File: src/design/sha2c_pkg.sv
// shared types, constants and functions for the sha-256/sha-224 compression core
// round constants, initial hash values, sigma functions and control structs
// no dependencies
package sha2c_pkg;

  localparam int WORD_W      = 32;
  localparam int NUM_VARS    = 8;
  localparam int SCHED_DEPTH = 16;
  localparam int SCHED_AW    = $clog2(SCHED_DEPTH);
  localparam int NUM_ROUNDS  = 64;
  localparam int ROUND_W     = $clog2(NUM_ROUNDS);
  localparam int DIG_IDX_W   = $clog2(NUM_VARS);

  // last digest word index for each mode
  localparam logic [DIG_IDX_W-1:0] LAST_IDX_256 = DIG_IDX_W'(NUM_VARS - 1);
  localparam logic [DIG_IDX_W-1:0] LAST_IDX_224 = DIG_IDX_W'(NUM_VARS - 2);

  typedef logic [WORD_W-1:0]                word_t;
  typedef logic [NUM_VARS-1:0][WORD_W-1:0]  hash_t;
  typedef logic [SCHED_AW-1:0]              sched_addr_t;
  typedef logic [ROUND_W-1:0]               round_idx_t;

  // input beat payload
  typedef struct packed {
    word_t msg_word;
    logic  first_block;
    logic  last_block;
  } in_beat_t;

  // output beat payload
  typedef struct packed {
    word_t digest_word;
    logic  digest_end;
  } out_beat_t;

  // control from the sequencer to the message schedule
  typedef struct packed {
    logic        ld_en;
    sched_addr_t ld_addr;
    logic        rd_en;
    round_idx_t  rd_round;
    logic        rnd_en;
    round_idx_t  cur_round;
  } sched_ctrl_t;

  // control from the sequencer to the round datapath
  typedef struct packed {
    logic       init;
    logic       step;
    round_idx_t idx;
  } round_ctrl_t;

  localparam hash_t IV_256 = {
    32'h5BE0CD19, 32'h1F83D9AB, 32'h9B05688C, 32'h510E527F,
    32'hA54FF53A, 32'h3C6EF372, 32'hBB67AE85, 32'h6A09E667
  };

  localparam hash_t IV_224 = {
    32'hBEFA4FA4, 32'h64F98FA7, 32'h68581511, 32'hFFC00B31,
    32'hF70E5939, 32'h3070DD17, 32'h367CD507, 32'hC1059ED8
  };

  function automatic word_t rotr(input word_t x, input int n);
    rotr = (x >> n) | (x << (WORD_W - n));
  endfunction

  function automatic word_t big_s0(input word_t x);
    big_s0 = rotr(x, 2) ^ rotr(x, 13) ^ rotr(x, 22);
  endfunction

  function automatic word_t big_s1(input word_t x);
    big_s1 = rotr(x, 6) ^ rotr(x, 11) ^ rotr(x, 25);
  endfunction

  function automatic word_t small_s0(input word_t x);
    small_s0 = rotr(x, 7) ^ rotr(x, 18) ^ (x >> 3);
  endfunction

  function automatic word_t small_s1(input word_t x);
    small_s1 = rotr(x, 17) ^ rotr(x, 19) ^ (x >> 10);
  endfunction

  // round constant table
  function automatic word_t k_const(input round_idx_t t);
    case (t)
      6'd0:  k_const = 32'h428A2F98;  6'd1:  k_const = 32'h71374491;
      6'd2:  k_const = 32'hB5C0FBCF;  6'd3:  k_const = 32'hE9B5DBA5;
      6'd4:  k_const = 32'h3956C25B;  6'd5:  k_const = 32'h59F111F1;
      6'd6:  k_const = 32'h923F82A4;  6'd7:  k_const = 32'hAB1C5ED5;
      6'd8:  k_const = 32'hD807AA98;  6'd9:  k_const = 32'h12835B01;
      6'd10: k_const = 32'h243185BE;  6'd11: k_const = 32'h550C7DC3;
      6'd12: k_const = 32'h72BE5D74;  6'd13: k_const = 32'h80DEB1FE;
      6'd14: k_const = 32'h9BDC06A7;  6'd15: k_const = 32'hC19BF174;
      6'd16: k_const = 32'hE49B69C1;  6'd17: k_const = 32'hEFBE4786;
      6'd18: k_const = 32'h0FC19DC6;  6'd19: k_const = 32'h240CA1CC;
      6'd20: k_const = 32'h2DE92C6F;  6'd21: k_const = 32'h4A7484AA;
      6'd22: k_const = 32'h5CB0A9DC;  6'd23: k_const = 32'h76F988DA;
      6'd24: k_const = 32'h983E5152;  6'd25: k_const = 32'hA831C66D;
      6'd26: k_const = 32'hB00327C8;  6'd27: k_const = 32'hBF597FC7;
      6'd28: k_const = 32'hC6E00BF3;  6'd29: k_const = 32'hD5A79147;
      6'd30: k_const = 32'h06CA6351;  6'd31: k_const = 32'h14292967;
      6'd32: k_const = 32'h27B70A85;  6'd33: k_const = 32'h2E1B2138;
      6'd34: k_const = 32'h4D2C6DFC;  6'd35: k_const = 32'h53380D13;
      6'd36: k_const = 32'h650A7354;  6'd37: k_const = 32'h766A0ABB;
      6'd38: k_const = 32'h81C2C92E;  6'd39: k_const = 32'h92722C85;
      6'd40: k_const = 32'hA2BFE8A1;  6'd41: k_const = 32'hA81A664B;
      6'd42: k_const = 32'hC24B8B70;  6'd43: k_const = 32'hC76C51A3;
      6'd44: k_const = 32'hD192E819;  6'd45: k_const = 32'hD6990624;
      6'd46: k_const = 32'hF40E3585;  6'd47: k_const = 32'h106AA070;
      6'd48: k_const = 32'h19A4C116;  6'd49: k_const = 32'h1E376C08;
      6'd50: k_const = 32'h2748774C;  6'd51: k_const = 32'h34B0BCB5;
      6'd52: k_const = 32'h391C0CB3;  6'd53: k_const = 32'h4ED8AA4A;
      6'd54: k_const = 32'h5B9CCA4F;  6'd55: k_const = 32'h682E6FF3;
      6'd56: k_const = 32'h748F82EE;  6'd57: k_const = 32'h78A5636F;
      6'd58: k_const = 32'h84C87814;  6'd59: k_const = 32'h8CC70208;
      6'd60: k_const = 32'h90BEFFFA;  6'd61: k_const = 32'hA4506CEB;
      6'd62: k_const = 32'hBEF9A3F7;  6'd63: k_const = 32'hC67178F2;
      default: k_const = '0;
    endcase
  endfunction

endpackage

File: src/design/sha2c_sched_ram.sv
// sixteen-word schedule memory: one write port, two registered read ports
// depends on sha2c_pkg
module sha2c_sched_ram (
  input  logic                  clk,
  input  logic                  we,
  input  sha2c_pkg::sched_addr_t waddr,
  input  sha2c_pkg::word_t      wdata,
  input  logic                  re,
  input  sha2c_pkg::sched_addr_t raddr_a,
  input  sha2c_pkg::sched_addr_t raddr_b,
  output sha2c_pkg::word_t      rdata_a,
  output sha2c_pkg::word_t      rdata_b
);
  import sha2c_pkg::*;

  word_t mem [SCHED_DEPTH];
  word_t rdata_a_r;
  word_t rdata_b_r;

  // write port
  always_ff @(posedge clk) begin
    if (we) begin
      mem[waddr] <= wdata;
    end
  end

  // read ports, registered and enabled by re
  always_ff @(posedge clk) begin
    if (re) begin
      rdata_a_r <= mem[raddr_a];
      rdata_b_r <= mem[raddr_b];
    end
  end

  assign rdata_a = rdata_a_r;
  assign rdata_b = rdata_b_r;

endmodule

File: src/design/sha2c_msg_sched.sv
// message schedule: two mirrored schedule memories give four reads per round
// expands the rolling sixteen-word window in place; depends on sha2c_pkg, sha2c_sched_ram
module sha2c_msg_sched (
  input  logic                   clk,
  input  sha2c_pkg::sched_ctrl_t ctrl,
  input  sha2c_pkg::word_t       ld_word,
  output sha2c_pkg::word_t       w_out
);
  import sha2c_pkg::*;

  sched_addr_t rd_base;
  sched_addr_t addr_t16;
  sched_addr_t addr_t15;
  sched_addr_t addr_t2;
  sched_addr_t addr_t7;
  word_t       w_t16;
  word_t       w_t15;
  word_t       w_t2;
  word_t       w_t7;
  word_t       w_exp;
  logic        exp_en;
  logic        we;
  sched_addr_t waddr;
  word_t       wdata;

  // prefetch addresses for the next round, modulo the window depth
  assign rd_base  = ctrl.rd_round[SCHED_AW-1:0];
  assign addr_t16 = rd_base;
  assign addr_t15 = rd_base + SCHED_AW'(1);
  assign addr_t2  = rd_base - SCHED_AW'(2);
  assign addr_t7  = rd_base - SCHED_AW'(7);

  // expansion: the word written this round is never read by the next prefetch
  assign w_exp  = small_s1(w_t2) + w_t7 + small_s0(w_t15) + w_t16;
  assign exp_en = ctrl.rnd_en && (ctrl.cur_round >= ROUND_W'(SCHED_DEPTH));
  assign w_out  = exp_en ? w_exp : w_t16;

  // write port shared by message load and expansion
  assign we    = ctrl.ld_en || exp_en;
  assign waddr = ctrl.ld_en ? ctrl.ld_addr : ctrl.cur_round[SCHED_AW-1:0];
  assign wdata = ctrl.ld_en ? ld_word : w_exp;

  sha2c_sched_ram u_bank_a (
    .clk     (clk),
    .we      (we),
    .waddr   (waddr),
    .wdata   (wdata),
    .re      (ctrl.rd_en),
    .raddr_a (addr_t16),
    .raddr_b (addr_t15),
    .rdata_a (w_t16),
    .rdata_b (w_t15)
  );

  sha2c_sched_ram u_bank_b (
    .clk     (clk),
    .we      (we),
    .waddr   (waddr),
    .wdata   (wdata),
    .re      (ctrl.rd_en),
    .raddr_a (addr_t2),
    .raddr_b (addr_t7),
    .rdata_a (w_t2),
    .rdata_b (w_t7)
  );

endmodule

File: src/design/sha2c_round.sv
// round datapath: working variables a..h and one compression round per cycle
// depends on sha2c_pkg
module sha2c_round (
  input  logic                   clk,
  input  logic                   rst_n,
  input  sha2c_pkg::round_ctrl_t ctrl,
  input  sha2c_pkg::hash_t       chain_in,
  input  sha2c_pkg::word_t       w_in,
  output sha2c_pkg::hash_t       vars_out
);
  import sha2c_pkg::*;

  hash_t vars_r;
  hash_t vars_nxt;
  word_t t1;
  word_t t2;
  word_t ch;
  word_t maj;

  // round function
  always_comb begin
    ch  = (vars_r[4] & vars_r[5]) ^ (~vars_r[4] & vars_r[6]);
    maj = (vars_r[0] & vars_r[1]) ^ (vars_r[0] & vars_r[2]) ^ (vars_r[1] & vars_r[2]);
    t1  = vars_r[7] + big_s1(vars_r[4]) + ch + k_const(ctrl.idx) + w_in;
    t2  = big_s0(vars_r[0]) + maj;
    vars_nxt = vars_r;
    if (ctrl.init) begin
      vars_nxt = chain_in;
    end else if (ctrl.step) begin
      vars_nxt[7] = vars_r[6];
      vars_nxt[6] = vars_r[5];
      vars_nxt[5] = vars_r[4];
      vars_nxt[4] = vars_r[3] + t1;
      vars_nxt[3] = vars_r[2];
      vars_nxt[2] = vars_r[1];
      vars_nxt[1] = vars_r[0];
      vars_nxt[0] = t1 + t2;
    end
  end

  // working variable registers
  always_ff @(posedge clk) begin
    if (!rst_n) begin
      vars_r <= '0;
    end else begin
      vars_r <= vars_nxt;
    end
  end

  assign vars_out = vars_r;

endmodule

File: src/design/sha256_block_compression_core.sv
// SHA-256 / SHA-224 block compression core, top level: sequencer, chaining value, digest output.
// Message words are loaded at one beat per cycle while input is taken, sixteen to a block. The
// sixteenth beat starts compression: a setup state, 64 round steps and a
// state that adds into the chaining value. The round loop runs one round
// per cycle, fed by four schedule reads from two mirrored memories with
// registered read ports. Input is not taken during compression or while
// digest words are being loaded into the output register. After a last
// block the digest follows as eight beats (seven in SHA-224 mode), most
// significant word first. The mode register selects the initial value when
// a first block reloads it and the digest length at emission; it should be
// written only while the core is idle.
// Depends on sha2c_pkg, sha2c_msg_sched, sha2c_round.
module sha256_block_compression_core (
  input  logic                 clk,
  input  logic                 rst_n,
  input  logic                 in_valid,
  output logic                 in_ready,
  input  sha2c_pkg::in_beat_t  in_data,
  output logic                 out_valid,
  input  logic                 out_ready,
  output sha2c_pkg::out_beat_t out_data,
  input  logic                 cfg_wr_en,
  input  logic                 cfg_wr_data
);
  import sha2c_pkg::*;

  typedef enum logic [2:0] {
    S_LOAD,
    S_PREP,
    S_ROUND,
    S_ADD,
    S_EMIT
  } state_t;

  state_t                 state_r;
  state_t                 state_nxt;
  logic [SCHED_AW-1:0]    word_cnt_r;
  logic [SCHED_AW-1:0]    word_cnt_nxt;
  round_idx_t             round_cnt_r;
  round_idx_t             round_cnt_nxt;
  logic [DIG_IDX_W-1:0]   emit_idx_r;
  logic [DIG_IDX_W-1:0]   emit_idx_nxt;
  logic                   last_r;
  logic                   last_nxt;
  logic                   trunc_r;
  hash_t                  chain_r;
  hash_t                  chain_nxt;
  logic                   out_valid_r;
  logic                   out_valid_nxt;
  out_beat_t              out_data_r;
  out_beat_t              out_data_nxt;
  logic                   in_fire;
  logic                   out_slot;
  logic [DIG_IDX_W-1:0]   last_idx;
  sched_ctrl_t            sched_ctrl;
  round_ctrl_t            round_ctrl;
  word_t                  w_cur;
  hash_t                  vars;

  assign in_ready = (state_r == S_LOAD);
  assign in_fire  = in_valid && in_ready;
  assign out_slot = !out_valid_r || out_ready;
  assign last_idx = trunc_r ? LAST_IDX_224 : LAST_IDX_256;

  // mode register
  always_ff @(posedge clk) begin
    if (!rst_n) begin
      trunc_r <= 1'b0;
    end else if (cfg_wr_en) begin
      trunc_r <= cfg_wr_data;
    end
  end

  // sequencer next state
  always_comb begin
    state_nxt     = state_r;
    word_cnt_nxt  = word_cnt_r;
    round_cnt_nxt = round_cnt_r;
    emit_idx_nxt  = emit_idx_r;
    last_nxt      = last_r;
    chain_nxt     = chain_r;
    out_valid_nxt = out_valid_r && !out_ready;
    out_data_nxt  = out_data_r;

    sched_ctrl.ld_en     = 1'b0;
    sched_ctrl.ld_addr   = word_cnt_r;
    sched_ctrl.rd_en     = 1'b0;
    sched_ctrl.rd_round  = round_cnt_r + ROUND_W'(1);
    sched_ctrl.rnd_en    = 1'b0;
    sched_ctrl.cur_round = round_cnt_r;

    round_ctrl.init = 1'b0;
    round_ctrl.step = 1'b0;
    round_ctrl.idx  = round_cnt_r;

    unique case (state_r)
      S_LOAD: begin
        if (in_fire) begin
          sched_ctrl.ld_en = 1'b1;
          word_cnt_nxt     = word_cnt_r + SCHED_AW'(1);
          if (word_cnt_r == SCHED_AW'(SCHED_DEPTH - 1)) begin
            last_nxt = in_data.last_block;
            if (in_data.first_block) begin
              chain_nxt = trunc_r ? IV_224 : IV_256;
            end
            state_nxt = S_PREP;
          end
        end
      end
      S_PREP: begin
        // prefetch round 0 operands, seed working variables
        sched_ctrl.rd_en    = 1'b1;
        sched_ctrl.rd_round = '0;
        round_ctrl.init     = 1'b1;
        round_cnt_nxt       = '0;
        state_nxt           = S_ROUND;
      end
      S_ROUND: begin
        sched_ctrl.rd_en  = 1'b1;
        sched_ctrl.rnd_en = 1'b1;
        round_ctrl.step   = 1'b1;
        round_cnt_nxt     = round_cnt_r + ROUND_W'(1);
        if (round_cnt_r == ROUND_W'(NUM_ROUNDS - 1)) begin
          state_nxt = S_ADD;
        end
      end
      S_ADD: begin
        for (int i = 0; i < NUM_VARS; i++) begin
          chain_nxt[i] = chain_r[i] + vars[i];
        end
        emit_idx_nxt = '0;
        state_nxt    = last_r ? S_EMIT : S_LOAD;
      end
      S_EMIT: begin
        if (out_slot) begin
          out_valid_nxt            = 1'b1;
          out_data_nxt.digest_word = chain_r[emit_idx_r];
          out_data_nxt.digest_end  = (emit_idx_r == last_idx);
          emit_idx_nxt             = emit_idx_r + DIG_IDX_W'(1);
          if (emit_idx_r == last_idx) begin
            state_nxt = S_LOAD;
          end
        end
      end
      default: begin
        state_nxt = S_LOAD;
      end
    endcase
  end

  // sequencer state and registered outputs
  always_ff @(posedge clk) begin
    if (!rst_n) begin
      state_r     <= S_LOAD;
      word_cnt_r  <= '0;
      round_cnt_r <= '0;
      emit_idx_r  <= '0;
      last_r      <= 1'b0;
      chain_r     <= IV_256;
      out_valid_r <= 1'b0;
    end else begin
      state_r     <= state_nxt;
      word_cnt_r  <= word_cnt_nxt;
      round_cnt_r <= round_cnt_nxt;
      emit_idx_r  <= emit_idx_nxt;
      last_r      <= last_nxt;
      chain_r     <= chain_nxt;
      out_valid_r <= out_valid_nxt;
    end
  end

  // output beat payload
  always_ff @(posedge clk) begin
    out_data_r <= out_data_nxt;
  end

  assign out_valid = out_valid_r;
  assign out_data  = out_data_r;

  sha2c_msg_sched u_msg_sched (
    .clk     (clk),
    .ctrl    (sched_ctrl),
    .ld_word (in_data.msg_word),
    .w_out   (w_cur)
  );

  sha2c_round u_round (
    .clk      (clk),
    .rst_n    (rst_n),
    .ctrl     (round_ctrl),
    .chain_in (chain_r),
    .w_in     (w_cur),
    .vars_out (vars)
  );

endmodule

File: config.mk
export PLATFORM = sky130hd
export DESIGN_NAME = sha256_block_compression_core
export DESIGN_NICKNAME = d
export VERILOG_FILES = /design/src/design/sha2c_pkg.sv /design/src/design/sha2c_sched_ram.sv /design/src/design/sha2c_msg_sched.sv /design/src/design/sha2c_round.sv /design/src/design/sha256_block_compression_core.sv
export SDC_FILE = /design/constraint.sdc
export NUM_CORES = 2
export LEC_CHECK = 0
export BUFFER_PORTS_ARGS = -buffer_cell sky130_fd_sc_hd__buf_2
export CORE_ASPECT_RATIO = 1.2
export CORE_MARGIN = 1
export CORE_UTILIZATION = 60
export CTS_CLUSTER_SIZE = 12
export DETAILED_ROUTE_END_ITERATION = 10
export PLACE_DENSITY = 0.76
export SLEW_MARGIN = 20
export SYNTH_ARGS = -nofsm -noshare
export SYNTH_HDL_FRONTEND = slang
export SYNTH_SLANG_ARGS = --single-unit
File: constraint.sdc
create_clock -name clk -period 12.3 [get_ports clk]
set_clock_uncertainty 0.1 [all_clocks]
set_input_delay 0.615 -clock clk [delete_from_list [all_inputs] [get_ports clk]]
set_output_delay 0.615 -clock clk [all_outputs]
set_load 0.005 [all_outputs]
==> results.md <==
- CP Capture Type: register
- Final setup fails: 0
- Final worst path period share: 88.21%
- Commonest cells after routing, fill and taps aside: nand2_1 (1,654), a21oi_1 (739), edfxtp_1 (673)
- Synth warn: 0
- Post-Synth XOR/XNOR Area: 5.821%
- Worst skew pair latency: 0.84 ns
- Pwr dens: 236.2 nW/um2
- Worst r2r src: u_msg_sched.u_bank_a.rdata_b[8]$_DFFE_PN_
- Drt initial violations: 9,150
- Post_cts resized: 0
- WHS Endpoint: out_valid$_SDFF_PN0_
- Synth Cell Area: 84,850 um2
- Die Height: 414.0 um
- Initial antenna violation count: 14
- DRC violations left: 0
- Final Instance Area: 90,960 um2
- GR Util met3: 7.267%
- Hold Path Cell Cnt: 4
- Worst Tran Pin Value: 1.205 ns
- Reg2reg end: u_round.vars_out[31]$_SDFFE_PN0N_
- Max VDD drop: 0.0002403 V
- IO Pins: 75
- Grt total ovfl: 0
- Worst-path maximum fanout: 7
- WS Path Type: register to register
- Starting Density: 60.69%
- GRT Util Overall: 41.38%
- Post-place instance area: 86,500 um2
- Max-slew violations: 0
- CTS max path bufs: 3
- Reg2reg path depth: 38
- TritonCTS clock tree: built
- Hold Path Class: input port to register
- Vias in the first global route: 72,662
- Die ar.: 142,900 um2
- GRT met2 Usage: 68.56%
- Area growth, synth to finish: 7.194%
- H-tree level count: 4
- Hold_buf cts: 3
- Routed WL per cell: 27.48 um
- Post-synthesis register bit count: 1,236
- Peak per-stage delay on the critical path: 0.58 ns
- First-pass GRT wire length: 445,200 um
- Fin nets: 9,648
- Synth unique cells: 97
- Compound-Gate Fraction of Synth Area: 18.28%
- RSZ-0062 raised after global routing: false
- Met1 GRT Util: 46.56%
- Slowest cell on the critical path: o31ai_1
- Core Box Area: 139,800 um2
- Commonest non-fill, non-tap cell in the layout: nand2_1
- CP most frequent cell: fa_1
- P_leak: 35.84 nW
- Hold Fails Final Rpt: 0
- Simple-gate share of the synthesized area: 15.83%
- Worst Path Required: 12.94 ns
- Vias per inst: 6.837
- Clock tree sinks: 1,236
- Fin util: 65.05%
- TritonCTS Buffers: 138
- Max_cap viols: 0
- Syn Area/Cell: 9.113 um2
- Hold Path Origin: out_ready
- Dominant combinational cell family by area after synthesis: compound AO/OA/AOI/OAI gates
- Row count: 150
- Clk pin slew, worst setup/hold paths: 0.06 ns
- Hpwl dp: 207,100 um
- Detail Route Antenna Nets: 0
- Setup TNS: 0 ns
- Grt peak-use layer: met2
- Post-synthesis sequential area ratio: 37.10%
- Net count after synthesis: 9,940
- Post-synth EDFFs: 673
- Post-CTS Setup Bufs: 0
- Post-synthesis mux area share: 7.758%
- 1st-pass router iterations: 9
- Largest net degree at the start of global routing: 233
- Vias post-DR: 74,892
- Fraction of registers with async set/reset: 0%
- Post-Layout Cell Count: 10,954
- Synth Area in Adders: 10.63%
- GP Congestion: 1.016
- Die Wd: 345.3 um
- Fraction of layout cells with a size suffix above 1: 8.528%
- Placed Cells: 10,700
- Post-Synthesis Cells: 9,311
- R2R setup slack: 1.45 ns
- Commonest register cell after synthesis: edfxtp_1
- Port bufs: 74
- F_max: 92.17 MHz
- Outcome: finished clean
- CTS root buffer: clkbuf_16
- Slew HR: 19.70%
- Crit path time final: 10.85 ns
- Critical Path Start Type: register
- WP data arrival: 11.49 ns
- Final WL: 301,100 um
state kept, by name, indices dropped and copies added, names as in the netlist, named ones only:
name and flops:
state_r 3, u_msg_sched.u_bank_b.rdata_a 32, chain_r 256, round_cnt_r 6
trunc_r 1, u_msg_sched.u_bank_a.rdata_a 32, last_r 1, out_valid 1
out_data 33, emit_idx_r 3, u_msg_sched.u_bank_b.mem 416, u_msg_sched.u_bank_b.rdata_b 32
word_cnt_r 4, u_msg_sched.u_bank_a.rdata_b 32, u_msg_sched.u_bank_a.mem 96, u_round.vars_out 256
how the worst max path moves through the flow:
stage / from / end / slack [ns] / depth (start not counted)
after detailed placement: u_msg_sched.u_bank_a.rdata_b[8]$_DFFE_PN_ / u_round.vars_out[31]$_SDFFE_PN0N_ / 1.54 / 38
after floorplan: u_msg_sched.u_bank_a.rdata_b[8]$_DFFE_PN_ / u_round.vars_out[31]$_SDFFE_PN0N_ / 3.05 / 40
final: u_msg_sched.u_bank_a.rdata_b[8]$_DFFE_PN_ / u_round.vars_out[31]$_SDFFE_PN0N_ / 1.45 / 38
after global routing: u_msg_sched.u_bank_a.rdata_b[8]$_DFFE_PN_ / u_round.vars_out[31]$_SDFFE_PN0N_ / 0.79 / 38
after global placement: u_msg_sched.u_bank_a.rdata_b[19]$_DFFE_PN_ / u_round.vars_out[31]$_SDFFE_PN0N_ / 1.65 / 38
after CTS: u_msg_sched.u_bank_a.rdata_b[8]$_DFFE_PN_ / u_round.vars_out[31]$_SDFFE_PN0N_ / 1.52 / 38
report_power, final:
group | internal [mW] | switching, mW
clock | 2.33 | 1.79
combinational | 4.17 | 7.28
sequential | 5.58 | 0.335
metrics by stage:
step	hold slack, ns	worst slack (ns)	power, mW
2_1_floorplan	0.3282	3.046	13.74
3_3_place_gp	0.3399	1.649	16.84
3_5_place_dp	0.3460	1.543	17.08
4_1_cts	0.02820	1.523	21.19
5_1_grt	0.07771	0.7861	22.65
6_report	0.05221	1.450	21.49
cell families after synthesis:
group,Yosys count
buffers and inverters,1020
muxes,409
AOI/OAI and AO/OA,2406
xor gates and xnor gates,560
DFF,1236
and+or+nand+nor,3072
adders and majority gates,608
cells in the mapped netlist, types with 19 or more instances:
library cell  number  area share (%)
nand2_1         1660             7.3
a21oi_1          741             4.4
edfxtp_1         673              24
dfxtp_1          563              13
clkbuf_1         544             2.4
nand3_1          516             3.0
o21ai_0          406             2.4
xnor2_1          406             4.2
ha_1             394             5.8
nor2_1           389             1.7
inv_1            357             1.6
a22oi_1          245             2.2
fa_1             195             4.6
mux4_2           192             5.1
a311oi_1         182             1.9
a21o_1           155             1.4
mux2i_1          151             1.8
xor2_1           151             1.6
and3_1           130            0.96
a31oi_1          129            0.95
a211oi_1         127             1.1
nor3_1            98            0.58
nand2b_1          82            0.60
buf_1             75            0.33
o21a_1            69            0.61
mux2_2            65            0.86
nor2b_1           53            0.39
o211ai_1          53            0.47
o22ai_1           43            0.32
buf_2             40            0.24
o21bai_1          35            0.31
or3_1             33            0.24
nand4_1           23            0.17
o31ai_1           20            0.18
maj3_1            19            0.22
layer usage:
layer	part of all wire (%)	up-vias	wire length (um)
li1	-	33204	-
met1	34	35700	101800
met2	47	4684	140700
met3	9.7	1286	29070
met4	9.8	18	29400
met5	0.039	-	116
worst max-delay path: cells and delay by family, from the launching register on:
family | cells | cell delay (ns)
fa+ha+maj | 10 | 4.34
compound gates | 15 | 4.05
xor+xnor | 5 | 1.09
simple gates | 6 | 0.67
flops | 1 | 0.45
buf+inv | 2 | 0.10
area by class of cell:
type / count / area [um2]
tap: 1824 / 2282
clock inverter: 51 / 496.7
multi-input combinational: 7055 / 49810
sequential: 1236 / 31490
antenna: 7 / 17.52
clock buffer: 193 / 3897
inverter: 360 / 1379
fill: 11217 / 48860
timing repair buffer: 228 / 1587
No activity file was read; power rests on OpenSTA's default activity.
